`src/jpeg_sof_info_extractor_macros.svh`:
```
// Assertion macros for the JPEG frame header extractor.
`ifndef JPEG_SOF_INFO_EXTRACTOR_MACROS_SVH
`define JPEG_SOF_INFO_EXTRACTOR_MACROS_SVH

// Implication checked at every rising edge outside reset.
`define JSOF_ASSERT(label, ante, cons) \
  label: assert property (@(posedge clk) disable iff (!rst_n) (ante) |-> (cons)) \
    else $error("jsof check failed");

// Implication whose consequent is checked in the cycle after the antecedent, outside reset.
`define JSOF_ASSERT_NEXT(label, ante, cons) \
  label: assert property (@(posedge clk) disable iff (!rst_n) (ante) |=> (cons)) \
    else $error("jsof check failed");

`endif

```
`src/jsof_pkg.sv`:
```
// Shared types, constants and tables for the JPEG frame header extractor.
package jsof_pkg;

  localparam logic [7:0] MK_PREFIX = 8'hFF;
  localparam logic [7:0] MK_SOF0   = 8'hC0;
  localparam logic [7:0] MK_SOF2   = 8'hC2;
  localparam logic [7:0] MK_RST0   = 8'hD0;
  localparam logic [7:0] MK_EOI    = 8'hD9;
  localparam logic [7:0] MK_TEM    = 8'h01;

  localparam logic [15:0] LEN_MIN     = 16'd2;
  localparam logic [15:0] LEN_SOF_MIN = 16'd7;

  localparam logic [31:0] RED_HI_TEST = 32'hD0D0D0D0;
  localparam logic [31:0] RED_LO_TEST = 32'h0D0D0D0D;
  localparam logic [31:0] RED_HI_MASK = 32'hF0F0F0F0;
  localparam logic [31:0] RED_LO_MASK = 32'h0F0F0F0F;

  localparam logic [7:0] ID_R = 8'h52;
  localparam logic [7:0] ID_G = 8'h47;
  localparam logic [7:0] ID_B = 8'h42;

  localparam logic [7:0] PREC_LOW_MAX = 8'd8;
  localparam logic [7:0] QUANT_LIMIT  = 8'd4;
  localparam logic [4:0] IDX_PREC     = 5'd0;
  localparam logic [4:0] IDX_HGT_HI   = 5'd1;
  localparam logic [4:0] IDX_HGT_LO   = 5'd2;
  localparam logic [4:0] IDX_WID_HI   = 5'd3;
  localparam logic [4:0] IDX_WID_LO   = 5'd4;
  localparam logic [4:0] IDX_NCOMP    = 5'd5;
  localparam logic [4:0] IDX_COMP0    = 5'd6;
  localparam logic [7:0] NCOMP_MAX    = 8'd4;
  localparam logic [7:0] NCOMP_GRAY   = 8'd1;
  localparam logic [7:0] NCOMP_COLOUR = 8'd3;

  localparam logic [2:0] PH_WAIT = 3'd0;
  localparam logic [2:0] PH_CODE = 3'd1;
  localparam logic [2:0] PH_LENH = 3'd2;
  localparam logic [2:0] PH_LENL = 3'd3;
  localparam logic [2:0] PH_SKIP = 3'd4;
  localparam logic [2:0] PH_HDR  = 3'd5;
  localparam logic [2:0] PH_DONE = 3'd6;
  localparam logic [2:0] PH_FAIL = 3'd7;

  localparam logic [1:0] CB_ID     = 2'd0;
  localparam logic [1:0] CB_FACTOR = 2'd1;
  localparam logic [1:0] CB_QUANT  = 2'd2;

  localparam logic [3:0] FMT_NONE      = 4'd0;
  localparam logic [3:0] FMT_GRAY8     = 4'd1;
  localparam logic [3:0] FMT_GRAY16    = 4'd2;
  localparam logic [3:0] FMT_GBRP      = 4'd3;
  localparam logic [3:0] FMT_GBRP16    = 4'd4;
  localparam logic [3:0] FMT_YUV444P   = 4'd5;
  localparam logic [3:0] FMT_YUV440P   = 4'd6;
  localparam logic [3:0] FMT_YUV422P   = 4'd7;
  localparam logic [3:0] FMT_YUV422P16 = 4'd8;
  localparam logic [3:0] FMT_YUV420P   = 4'd9;
  localparam logic [3:0] FMT_YUV420P16 = 4'd10;
  localparam logic [3:0] FMT_YUV411P   = 4'd11;

  typedef struct packed {
    logic [7:0]      precision;
    logic [7:0]      comp_total;
    logic [2:0][7:0] factors;
    logic [2:0][7:0] ids;
    logic            invalid;
  } fmt_in_t;

  typedef struct packed {
    logic        valid;
    logic        status;
    logic [7:0]  precision;
    logic [15:0] height;
    logic [15:0] width;
    logic [3:0]  pix_fmt;
  } res_t;

  typedef struct packed {
    logic [1:0] comp;
    logic [1:0] slot;
  } comp_pos_t;

  // Component number and byte slot for a header byte index past the count byte.
  function automatic comp_pos_t comp_pos(input logic [4:0] idx);
    comp_pos_t p;
    p = '{comp: 2'd3, slot: CB_ID};
    case (idx)
      5'd6:  p = '{comp: 2'd0, slot: CB_ID};
      5'd7:  p = '{comp: 2'd0, slot: CB_FACTOR};
      5'd8:  p = '{comp: 2'd0, slot: CB_QUANT};
      5'd9:  p = '{comp: 2'd1, slot: CB_ID};
      5'd10: p = '{comp: 2'd1, slot: CB_FACTOR};
      5'd11: p = '{comp: 2'd1, slot: CB_QUANT};
      5'd12: p = '{comp: 2'd2, slot: CB_ID};
      5'd13: p = '{comp: 2'd2, slot: CB_FACTOR};
      5'd14: p = '{comp: 2'd2, slot: CB_QUANT};
      5'd15: p = '{comp: 2'd3, slot: CB_ID};
      5'd16: p = '{comp: 2'd3, slot: CB_FACTOR};
      5'd17: p = '{comp: 2'd3, slot: CB_QUANT};
      default: p = '{comp: 2'd3, slot: CB_ID};
    endcase
    return p;
  endfunction

  function automatic logic [3:0] gbr_lookup(input logic [23:0] m, input logic low);
    logic [3:0] f;
    f = FMT_NONE;
    if (m == 24'h111111) begin
      f = low ? FMT_GBRP : FMT_GBRP16;
    end else if (m inside {24'h121111, 24'h141212, 24'h141111, 24'h222111, 24'h221121,
                           24'h211111}) begin
      f = low ? FMT_GBRP : FMT_NONE;
    end
    return f;
  endfunction

  function automatic logic [3:0] yuv_lookup(input logic [23:0] m, input logic low);
    logic [3:0] f;
    f = FMT_NONE;
    if (m inside {24'h111111, 24'h121211, 24'h221221, 24'h212111, 24'h222112, 24'h222211,
                  24'h221122, 24'h112222, 24'h311111}) begin
      f = low ? FMT_YUV444P : FMT_NONE;
    end else if (m inside {24'h121111, 24'h141212, 24'h141111, 24'h222111, 24'h221121}) begin
      f = low ? FMT_YUV440P : FMT_NONE;
    end else if (m == 24'h211111) begin
      f = low ? FMT_YUV422P : FMT_YUV422P16;
    end else if (m inside {24'h221211, 24'h221112}) begin
      f = low ? FMT_YUV422P : FMT_NONE;
    end else if (m == 24'h221111) begin
      f = low ? FMT_YUV420P : FMT_YUV420P16;
    end else if (m inside {24'h421111, 24'h241111}) begin
      f = low ? FMT_YUV420P : FMT_NONE;
    end else if (m == 24'h411111) begin
      f = low ? FMT_YUV411P : FMT_NONE;
    end
    return f;
  endfunction

endpackage

```
`src/jsof_fmt.sv`:
```
// Pixel format decode from the gathered frame header fields.
module jsof_fmt (
  input  jsof_pkg::fmt_in_t   hdr,
  output logic [3:0]          pix_fmt
);
  import jsof_pkg::*;

  logic        low;
  logic        rgb;
  logic [31:0] mask_raw;
  logic [31:0] mask_a;
  logic [31:0] mask_b;

  assign low      = (hdr.precision <= PREC_LOW_MAX);
  assign rgb      = (hdr.ids[0] == ID_R) && (hdr.ids[1] == ID_G) && (hdr.ids[2] == ID_B);
  assign mask_raw = {hdr.factors[0], hdr.factors[1], hdr.factors[2], 8'h00};

  always_comb begin
    mask_a = mask_raw;
    if ((mask_raw & RED_HI_TEST) == 32'h0) begin
      mask_a = mask_raw - ((mask_raw & RED_HI_MASK) >> 1);
    end
    mask_b = mask_a;
    if ((mask_a & RED_LO_TEST) == 32'h0) begin
      mask_b = mask_a - ((mask_a & RED_LO_MASK) >> 1);
    end
  end

  always_comb begin
    if (hdr.invalid) begin
      pix_fmt = FMT_NONE;
    end else if (hdr.comp_total == NCOMP_GRAY) begin
      pix_fmt = low ? FMT_GRAY8 : FMT_GRAY16;
    end else if (hdr.comp_total != NCOMP_COLOUR) begin
      pix_fmt = FMT_NONE;
    end else if (rgb) begin
      pix_fmt = gbr_lookup(mask_b[31:8], low);
    end else begin
      pix_fmt = yuv_lookup(mask_b[31:8], low);
    end
  end

endmodule

```
`src/jsof_parse.sv`:
```
// Marker scanner and frame header capture, one byte per step.
module jsof_parse (
  input  logic           clk,
  input  logic           rst_n,
  input  logic           step,
  input  logic [7:0]     data_byte,
  input  logic           stream_end,
  output jsof_pkg::res_t res
);
  import jsof_pkg::*;

  logic [2:0]      phase_r, phase_nxt;
  logic [7:0]      code_r, code_nxt;
  logic [7:0]      lenh_r, lenh_nxt;
  logic [15:0]     skip_r, skip_nxt;
  logic [4:0]      idx_r, idx_nxt;
  logic [7:0]      prec_r, prec_nxt;
  logic [15:0]     hgt_r, hgt_nxt;
  logic [15:0]     wid_r, wid_nxt;
  logic [7:0]      ncomp_r, ncomp_nxt;
  logic [2:0][7:0] fac_r, fac_nxt;
  logic [2:0][7:0] ids_r, ids_nxt;
  logic            inv_r, inv_nxt;

  logic [15:0]     len;
  logic            inv_now;
  comp_pos_t       pos;
  fmt_in_t         fin;
  logic [3:0]      fmt_val;

  assign fin = '{precision: prec_r, comp_total: ncomp_r, factors: fac_r, ids: ids_r,
                 invalid: inv_r};

  jsof_fmt u_fmt (
    .hdr     (fin),
    .pix_fmt (fmt_val)
  );

  assign pos = comp_pos(idx_r);

  always_comb begin
    phase_nxt = phase_r;
    code_nxt  = code_r;
    lenh_nxt  = lenh_r;
    skip_nxt  = skip_r;
    idx_nxt   = idx_r;
    prec_nxt  = prec_r;
    hgt_nxt   = hgt_r;
    wid_nxt   = wid_r;
    ncomp_nxt = ncomp_r;
    fac_nxt   = fac_r;
    ids_nxt   = ids_r;
    inv_nxt   = inv_r;
    res       = '0;
    len       = {lenh_r, data_byte};
    inv_now   = inv_r;
    if (len < LEN_MIN) begin
      len = LEN_MIN;
    end
    case (phase_r)
      PH_WAIT: begin
        if (data_byte == MK_PREFIX) begin
          phase_nxt = PH_CODE;
        end
      end
      PH_CODE: begin
        code_nxt  = data_byte;
        phase_nxt = (data_byte inside {[MK_RST0:MK_EOI], MK_TEM}) ? PH_WAIT : PH_LENH;
      end
      PH_LENH: begin
        lenh_nxt  = data_byte;
        phase_nxt = PH_LENL;
      end
      PH_LENL: begin
        if (code_r inside {MK_SOF0, MK_SOF2}) begin
          if (len < LEN_SOF_MIN) begin
            phase_nxt = PH_FAIL;
          end else begin
            phase_nxt = PH_HDR;
            idx_nxt   = '0;
            inv_nxt   = 1'b0;
            prec_nxt  = '0;
            hgt_nxt   = '0;
            wid_nxt   = '0;
            ncomp_nxt = '0;
            fac_nxt   = '0;
            ids_nxt   = '0;
          end
        end else begin
          skip_nxt  = len - LEN_MIN;
          phase_nxt = (skip_nxt != 16'd0) ? PH_SKIP : PH_WAIT;
        end
      end
      PH_SKIP: begin
        skip_nxt = skip_r - 16'd1;
        if (skip_nxt == 16'd0) begin
          phase_nxt = PH_WAIT;
        end
      end
      PH_HDR: begin
        idx_nxt = idx_r + 5'd1;
        if (idx_r == IDX_PREC) begin
          prec_nxt = data_byte;
        end else if (idx_r == IDX_HGT_HI) begin
          hgt_nxt = {data_byte, 8'h00};
        end else if (idx_r == IDX_HGT_LO) begin
          hgt_nxt = {hgt_r[15:8], data_byte};
        end else if (idx_r == IDX_WID_HI) begin
          wid_nxt = {data_byte, 8'h00};
        end else if (idx_r == IDX_WID_LO) begin
          wid_nxt = {wid_r[15:8], data_byte};
        end else if (idx_r == IDX_NCOMP) begin
          ncomp_nxt = data_byte;
          if ((data_byte == 8'd0) || (data_byte > NCOMP_MAX)) begin
            inv_nxt   = 1'b1;
            phase_nxt = PH_DONE;
            res       = '{valid: 1'b1, status: 1'b0, precision: prec_r, height: hgt_r,
                          width: wid_r, pix_fmt: FMT_NONE};
          end
        end else begin
          case (pos.slot)
            CB_ID: begin
              if (pos.comp != 2'd3) begin
                ids_nxt[pos.comp] = data_byte;
              end
            end
            CB_FACTOR: begin
              if (pos.comp != 2'd3) begin
                fac_nxt[pos.comp] = data_byte;
              end
              if ((data_byte[7:4] == 4'd0) || (data_byte[3:0] == 4'd0)) begin
                inv_nxt = 1'b1;
              end
            end
            CB_QUANT: begin
              inv_now = inv_r || (data_byte >= QUANT_LIMIT);
              inv_nxt = inv_now;
              if (inv_now || ({5'd0, {1'b0, pos.comp} + 3'd1} >= ncomp_r)) begin
                phase_nxt = PH_DONE;
                res       = '{valid: 1'b1, status: 1'b0, precision: prec_r, height: hgt_r,
                              width: wid_r, pix_fmt: inv_now ? FMT_NONE : fmt_val};
              end
            end
            default: begin
            end
          endcase
        end
      end
      PH_DONE, PH_FAIL: begin
      end
      default: begin
        phase_nxt = PH_WAIT;
      end
    endcase

    if (stream_end) begin
      if (!res.valid) begin
        if ((phase_nxt == PH_HDR) && (idx_nxt >= IDX_COMP0)) begin
          res = '{valid: 1'b1, status: 1'b0, precision: prec_r, height: hgt_r,
                  width: wid_r, pix_fmt: FMT_NONE};
        end else if (phase_nxt != PH_DONE) begin
          res = '{valid: 1'b1, status: 1'b1, precision: '0, height: '0,
                  width: '0, pix_fmt: FMT_NONE};
        end
      end
      phase_nxt = PH_WAIT;
      code_nxt  = '0;
      lenh_nxt  = '0;
      skip_nxt  = '0;
      idx_nxt   = '0;
      prec_nxt  = '0;
      hgt_nxt   = '0;
      wid_nxt   = '0;
      ncomp_nxt = '0;
      fac_nxt   = '0;
      ids_nxt   = '0;
      inv_nxt   = 1'b0;
    end
  end

  always_ff @(posedge clk) begin
    if (!rst_n) begin
      phase_r <= PH_WAIT;
      code_r  <= '0;
      lenh_r  <= '0;
      skip_r  <= '0;
      idx_r   <= '0;
      prec_r  <= '0;
      hgt_r   <= '0;
      wid_r   <= '0;
      ncomp_r <= '0;
      fac_r   <= '0;
      ids_r   <= '0;
      inv_r   <= 1'b0;
    end else if (step) begin
      phase_r <= phase_nxt;
      code_r  <= code_nxt;
      lenh_r  <= lenh_nxt;
      skip_r  <= skip_nxt;
      idx_r   <= idx_nxt;
      prec_r  <= prec_nxt;
      hgt_r   <= hgt_nxt;
      wid_r   <= wid_nxt;
      ncomp_r <= ncomp_nxt;
      fac_r   <= fac_nxt;
      ids_r   <= ids_nxt;
      inv_r   <= inv_nxt;
    end
  end

endmodule

```
`src/jpeg_sof_info_extractor.sv`:
```
// Top level of the JPEG frame header extractor: input and result registers around the parser.
// One stream byte is taken per cycle while no result is stalled; a byte is held in the input
// register and its result, if any, is then registered in the result register. The only stall
// is a result waiting in the result register while out_ready is low, which holds the byte in
// the input register. At most one result is given per image: found once the frame header is
// complete or found invalid, or cut short by stream_end after its component count (format
// none then), or not-found when stream_end arrives without one.
`include "jpeg_sof_info_extractor_macros.svh"

module jpeg_sof_info_extractor (
  input  logic        clk,
  input  logic        rst_n,
  input  logic        in_valid,
  output logic        in_ready,
  input  logic [7:0]  in_data_byte,
  input  logic        in_stream_end,
  output logic        out_valid,
  input  logic        out_ready,
  output logic        out_result_status,
  output logic [7:0]  out_precision,
  output logic [15:0] out_image_height,
  output logic [15:0] out_image_width,
  output logic [3:0]  out_pixel_format
);
  import jsof_pkg::*;

  logic       in_valid_r;
  logic [7:0] byte_r;
  logic       end_r;
  logic       step;
  res_t       res;
  logic       out_valid_r;
  res_t       out_r;

  assign step     = in_valid_r && !(out_valid_r && !out_ready);
  assign in_ready = !in_valid_r || step;

  always_ff @(posedge clk) begin
    if (!rst_n) begin
      in_valid_r <= 1'b0;
    end else if (in_ready) begin
      in_valid_r <= in_valid;
    end
  end

  always_ff @(posedge clk) begin
    if (in_ready && in_valid) begin
      byte_r <= in_data_byte;
      end_r  <= in_stream_end;
    end
  end

  jsof_parse u_parse (
    .clk        (clk),
    .rst_n      (rst_n),
    .step       (step),
    .data_byte  (byte_r),
    .stream_end (end_r),
    .res        (res)
  );

  always_ff @(posedge clk) begin
    if (!rst_n) begin
      out_valid_r <= 1'b0;
    end else if (step && res.valid) begin
      out_valid_r <= 1'b1;
    end else if (out_ready) begin
      out_valid_r <= 1'b0;
    end
  end

  always_ff @(posedge clk) begin
    if (step && res.valid) begin
      out_r <= res;
    end
  end

  assign out_valid         = out_valid_r;
  assign out_result_status = out_r.status;
  assign out_precision     = out_r.precision;
  assign out_image_height  = out_r.height;
  assign out_image_width   = out_r.width;
  assign out_pixel_format  = out_r.pix_fmt;

  `JSOF_ASSERT(a_notfound_zero, out_valid && out_result_status,
               (out_precision == 8'd0) && (out_image_height == 16'd0) &&
               (out_image_width == 16'd0) && (out_pixel_format == FMT_NONE))
  `JSOF_ASSERT(a_fmt_range, out_valid, out_pixel_format <= FMT_YUV411P)
  `JSOF_ASSERT_NEXT(a_hold_byte, in_valid_r && !step, in_valid_r)

endmodule
```
`config.mk`:
```
export PLATFORM = sky130hd
export DESIGN_NAME = jpeg_sof_info_extractor
export DESIGN_NICKNAME = d
export VERILOG_FILES = /design/src/jsof_pkg.sv /design/src/jsof_fmt.sv /design/src/jsof_parse.sv /design/src/jpeg_sof_info_extractor.sv
export VERILOG_INCLUDE_DIRS = /design/src /design/src/src
export SDC_FILE = /design/constraint.sdc
export NUM_CORES = 1
export LEC_CHECK = 0
export ABC_CLOCK_PERIOD_IN_PS = 6700
export BUFFER_PORTS_ARGS = -buffer_cell sky130_fd_sc_hd__buf_2
export CAP_MARGIN = 25
export CORE_MARGIN = 4
export CORE_UTILIZATION = 40
export DETAILED_ROUTE_END_ITERATION = 6
export GPL_TIMING_DRIVEN = 0
export PLACE_DENSITY = 0.53
export SKIP_CTS_REPAIR_TIMING = 1
export SLEW_MARGIN = 25
export SYNTH_ARGS = -nofsm -noshare
export SYNTH_HDL_FRONTEND = slang
export SYNTH_SLANG_ARGS = --single-unit
```
`constraint.sdc`:
```
create_clock -name clk -period 6.7 [get_ports clk]
set_input_delay 0.67 -clock clk [delete_from_list [all_inputs] [get_ports clk]]
set_output_delay 0.67 -clock clk [all_outputs]
set_load 0.01 [all_outputs]
```
### Yosys cells after proc, flatten, opt, wreduce, memory -nomap -nowiden

Memories as Yosys holds them, arrays and structs flattened. A register that Yosys moved wholly into a read port is not among the register bits.
Cells that the tools add are included.

| operators by class | value |
|---|---|
| reductions and logical operators | 51 |
| equality and inequality tests | 66 |
| mux-type cells | 139 |
| add/subtract/negate cells | 6 |
| $lt $le $gt $ge | 11 |

Operators by type and width:

| cell | count |
|---|---|
| $mux W46 | 14 |
| $mux W24 | 20 |
| $eq A24 B22 Y1 const B | 13 |
| $mux W16 | 13 |
| $eq A24 B21 Y1 const B | 6 |
| $mux W8 | 18 |
| $pmux W16 S2 | 3 |
| $pmux W24 S2 | 2 |
| $logic_not A32 Y1 | 2 |
| $mux W32 | 2 |
| $mux W4 | 15 |
| $mux W3 | 19 |
| $bwmux W24 | 2 |
| $eq A24 B23 Y1 const B | 2 |
| $reduce_and A12 Y1 | 3 |
| $ne A3 B3 Y1 const B | 11 |
| $pmux W8 S2 | 2 |
| $sub A32 B27 Y32 | 1 |
| $sub A32 B31 Y32 | 1 |
| $mux W5 | 5 |
| $eq A8 B7 Y1 const B | 3 |
| $eq A8 B8 Y1 const B | 3 |
| $ne A3 B2 Y1 const B | 6 |
| $pmux W3 S6 | 1 |
| other kinds (55) | 106 |

| word-level totals | value |
|---|---|
| output and inout bits | 47 |
| memories kept | 1 |
| input port bits | 13 |
| bits in registers | 193 |
| bits in read-only memories | 128 |

Memory list:

| memory | depth | bits a word | read ports | clocked after memory_dff | wr ports | RTL line | source |
|---|---|---|---|---|---|---|---|
| (no name shown) | 32 | 4 | 1 | 1 | 0 | jsof_pkg.sv:88 | `case (idx)` |

### Logic depth before layout (Yosys ltp)

| depth | value |
|---|---|
| word-level depth | 32 |
| mapped depth | 26 |
| depth with buffers taken out | 23 |

### Hierarchy

A second synthesis with hierarchy kept.

| second synthesis, totals | value |
|---|---|
| cell total of the unflattened synthesis | 1506 |
| area, all modules | 12768.5 um2 |

By module, submodules not included:

| module | area each (um2) | times used | cells an instance |
|---|---|---|---|
| jsof_parse | 7524.7 | 1 | 933 |
| jsof_fmt | 3509.6 | 1 | 506 |
| jpeg_sof_info_extractor | 1734.2 | 1 | 67 |

### Worst setup path after synthesis

Ideal clock, no wire load.

| path | value |
|---|---|
| path type | reg2reg |
| start | register u_parse.fac_r[15] (netlist bit) |
| end | register out_r (netlist bit out_pixel_format[0]) (data pin) |
| arrival | 5.591 ns |
| cell stages (with the launch flop) | 26 |
| required time | 6.444 ns |
| path slack | 0.853 ns |
| clock period less this slack | 5.847 ns |
| path buffers | 5 |
| cells stage by stage | dfxtp_1 > clkbuf_1 > inv_1 > ha_1 > or4b_4 > nor2_2 > buf_4 > buf_2 > buf_2 > nand3_1 > xor2_1 > ha_1 > clkbuf_1 > inv_1 > a211o_1 > a221oi_1 > nor2_1 > and4_4 > a2111oi_4 > nor3_4 > xnor2_2 > and3_1 > and3_1 > o41ai_2 > o211ai_1 > a22o_1 |

RTL lines:

| what | RTL line | source |
|---|---|---|
| from (decl) | jsof_parse.sv:21 | `logic [2:0][7:0] fac_r, fac_nxt;` |
| from (signal assigned) | jsof_parse.sv:205 | `fac_r <= fac_nxt;` |
| to (signal assigned) | jpeg_sof_info_extractor.sv:74 | `out_r <= res;` |
| to (decl) | jpeg_sof_info_extractor.sv:33 | `res_t out_r;` |

==> results.json <==
{
  "crit_buf_inv": 3,
  "synthCells": 1462,
  "critical_path_class": "reg2reg",
  "crit_path_start_kind": "register",
  "crit_path_frequent_cell": "inv_1",
  "global_route.usage.met3": 0.0344,
  "final_nets": 1600,
  "cts_buffer_depth": 2,
  "clk_latency_ns": 0.44,
  "io_buffers": 58,
  "drt-initial-drc-count": 802,
  "drv_slew": 0,
  "antenna_found_initial": 0,
  "top_usage_layer": "met2",
  "p_total_w": 0.00243,
  "synth_cell_types": 109,
  "grt_first_pass_wirelength_mm": 59.5,
  "globalRouteMet1Util": 0.315,
  "io_pins": 60,
  "initial_utilization": 0.408,
  "place_congestion": 0.905,
  "globalRouteOverflowTotal": 0,
  "wl_per_cell_um": 19.5,
  "async_reset_ff_frac": 0,
  "met2_usage": 0.344,
  "n_antenna_cell": 0,
  "cts_made_buffers": 17,
  "cts_tree": "built",
  "grt_pass1_vias": 10600,
  "period_needed_ns": 6.39,
  "synth.avg_cell_area_um2": 8.61,
  "area_growth_pct": 12.6,
  "syn_nets": 1521,
  "final_cell_mix": "dfxtp_1, nor2b_1, nand2_1",
  "h-tree-depth": 4,
  "cellPowerDensity_nw_per_um2": 171,
  "hp-class": "in2reg",
  "synth-seq-cells": 196,
  "ys_seq_area_frac": 0.355,
  "remaining_drc_errors": 0,
  "wl_mm": 37.9,
  "synthesis.area_um2": 12600,
  "ant_nets": 0,
  "relSlewSlack": 0.299,
  "grt.total_usage": 0.218,
  "synth_edf_count": 54,
  "end_kind": "register",
  "finalCritPeriodShare": 0.954,
  "rsz0062_at_grt": "false",
  "fill_cells": 3049,
  "arrival_ns": 6.58,
  "setup_tns_ns": 0,
  "cts.sinks": 196,
  "dpl.cell_count": 1918,
  "crit_fanout": 9,
  "stdcell_count": 1950,
  "synthFlopType": "dfxtp_1",
  "tightest_slew_ns": 1.05,
  "critPathRequiredTime_ns": 6.89,
  "final_common_cell": "dfxtp_1",
  "drv_cap": 0,
  "leakage_nw": 5.19,
  "layout-drive-gt1-share": 0.110,
  "multi_input_area_um2": 7660,
  "die_h_um": 185,
  "chipWidth_um": 185,
  "final_util": 0.459,
  "path_delay_family": "compound AO/OA/AOI/OAI gates",
  "cts-root-buf": "clkbuf_16",
  "slowest_delay_ns": 0.75,
  "rows": 64,
  "ir_worst_vdd_v": 0.000218,
  "drt_first_pass_iters": 5,
  "dieArea_um2": 34400,
  "core_area_um2": 30800,
  "fin_skew_ns": 0.0137,
  "setup_viol": 0,
  "yosys_warnings": 0,
  "fmax_mhz": 156,
  "worstPathCellList": "inv_1, ha_1, nand2b_1, a21oi_1, o211a_1, nor3_2, o31ai_1, inv_1, ha_1, inv_1, a21o_1, nand2b_1, o21ai_1, a2111oi_4, nor2b_1, and3_1, o41ai_4, o211ai_1, a22o_1",
  "slowest_stage": "o31ai_1",
  "hold_viol": 0,
  "hpwl_mm": 28.5,
  "grt_max_degree": 25,
  "register_area_um2": 4460,
  "drt-vias-per-instance": 5.78,
  "vias": 11300,
  "timing.hold.ws_ns": 0.408,
  "path_clk_slew_ns": 0.07,
  "status": "finished, final reports clean"
}
metrics by stage:
stage          setup WS [ns]  area [µm²]
2_1_floorplan          0.853       12600
4_1_cts               -0.353       14000
3_5_place_dp          -0.307       13400
6_report               0.307       14200
5_1_grt              0.00612       14200
3_3_place_gp          -0.921       13400
registers in the layout, indices dropped and copies added, names as in the netlist, 5 cells and up:
register,flops
u_parse.fin,24
u_parse.skip_r,16
u_parse.code_r,7
u_parse.wid_r,16
u_parse.idx_r,5
u_parse.ncomp_r,8
out_precision,8
u_parse.prec_r,8
u_parse.fac_r,24
out_image_height,16
u_parse.hgt_r,16
u_parse.lenh_r,8
byte_r,8
out_image_width,16
routing by layer:
| layer | vias up | share of wire |
|---|---|---|
| li1 | 5458 | - |
| met1 | 5458 | 0.48 |
| met2 | 313 | 0.45 |
| met3 | 36 | 0.050 |
| met4 | 0 | 0.016 |
| met5 | - | 0 |
layout make-up:
| class | count | share of cell area |
|---|---|---|
| tap | 396 | 0.0350 |
| inverter | 58 | 0.0154 |
| clock buffer | 21 | 0.0318 |
| multi-input combinational | 1119 | 0.541 |
| timing repair buffer | 61 | 0.0249 |
| sequential | 196 | 0.315 |
| buffer | 88 | 0.0262 |
| clock inverter | 11 | 0.0105 |
final timing paths:
| check | end | slack [ns] | startpoint | cells past startpoint |
|---|---|---|---|---|
| max | out_pixel_format[0]$_DFFE_PP_ | 0.31 | u_parse.fac_r[22]$_SDFFE_PN0P_ | 19 |
| min | byte_r[3]$_DFFE_PP_ | 0.41 | in_data_byte[3] | 1 |
| max reg2reg | out_pixel_format[0]$_DFFE_PP_ | 0.31 | u_parse.fac_r[22]$_SDFFE_PN0P_ | 19 |
| min reg2reg | u_parse.wid_r[4]$_SDFFE_PN0P_ | 0.46 | u_parse.wid_r[4]$_SDFFE_PN0P_ | 2 |
cell usage after synthesis, types with 6 or more instances:
| cell | count | area, µm² |
|---|---|---|
| a21oi_1 | 43 | 215 |
| a31oi_1 | 14 | 87.6 |
| o21ai_0 | 55 | 275 |
| o32a_1 | 7 | 70.1 |
| nand2_1 | 119 | 447 |
| dfxtp_1 | 142 | 2840 |
| o31ai_1 | 7 | 52.6 |
| xnor2_1 | 32 | 280 |
| clkbuf_1 | 74 | 278 |
| and3_1 | 27 | 169 |
| nand2b_1 | 14 | 87.6 |
| nor2b_1 | 122 | 763 |
| nor2_1 | 92 | 345 |
| nand3b_1 | 6 | 45.0 |
| a211oi_1 | 7 | 52.6 |
| or3_1 | 12 | 75.1 |
| o21ai_1 | 11 | 55.1 |
| xor2_1 | 13 | 114 |
| edfxtp_1 | 54 | 1620 |
| nand3_1 | 57 | 285 |
| a21o_1 | 11 | 82.6 |
| o211ai_1 | 14 | 105 |
| ha_1 | 45 | 563 |
| buf_2 | 7 | 35.0 |
| a21boi_0 | 34 | 255 |
| mux2i_1 | 34 | 340 |
| o22ai_1 | 7 | 43.8 |
| nand4_1 | 10 | 62.6 |
| inv_1 | 57 | 214 |
| a22oi_1 | 72 | 541 |
| nor4b_1 | 6 | 52.6 |
| nor4_1 | 23 | 144 |
| or2_2 | 8 | 50.1 |
| or4_1 | 6 | 45.0 |
| nor3_1 | 36 | 180 |
| and2_1 | 54 | 338 |
where the power goes:
group / switching [W] / internal [W]
Clock: 0.000467 / 0.000601
Combinational: 0.0000863 / 0.0000398
Sequential: 0.00000636 / 0.00123
cell families after synthesis:
family                   Yosys count  synth area share
buffers and inverters            147            0.0466
AO/OA/AOI/OAI                    359             0.211
multiplexers                      39            0.0317
adder cells (fa/ha/maj)           46            0.0463
flip-flops                       196             0.355
AND/OR/NAND/NOR                  629             0.277
XOR/XNOR                          46            0.0326
worst register-to-register path, stage by stage, from the launching register on:
cell and delay [ns]:
dfxtp_1 0.64, inv_1 0.22, ha_1 0.42, nand2b_1 0.10
a21oi_1 0.55, o211a_1 0.40, nor3_2 0.07, o31ai_1 0.75
inv_1 0.15, ha_1 0.42, inv_1 0.10, a21o_1 0.22
nand2b_1 0.22, o21ai_1 0.54, a2111oi_4 0.12, nor2b_1 0.19
and3_1 0.23, o41ai_4 0.38, o211ai_1 0.16, a22o_1 0.26
Note: power is estimated with default switching activity, not from simulation.
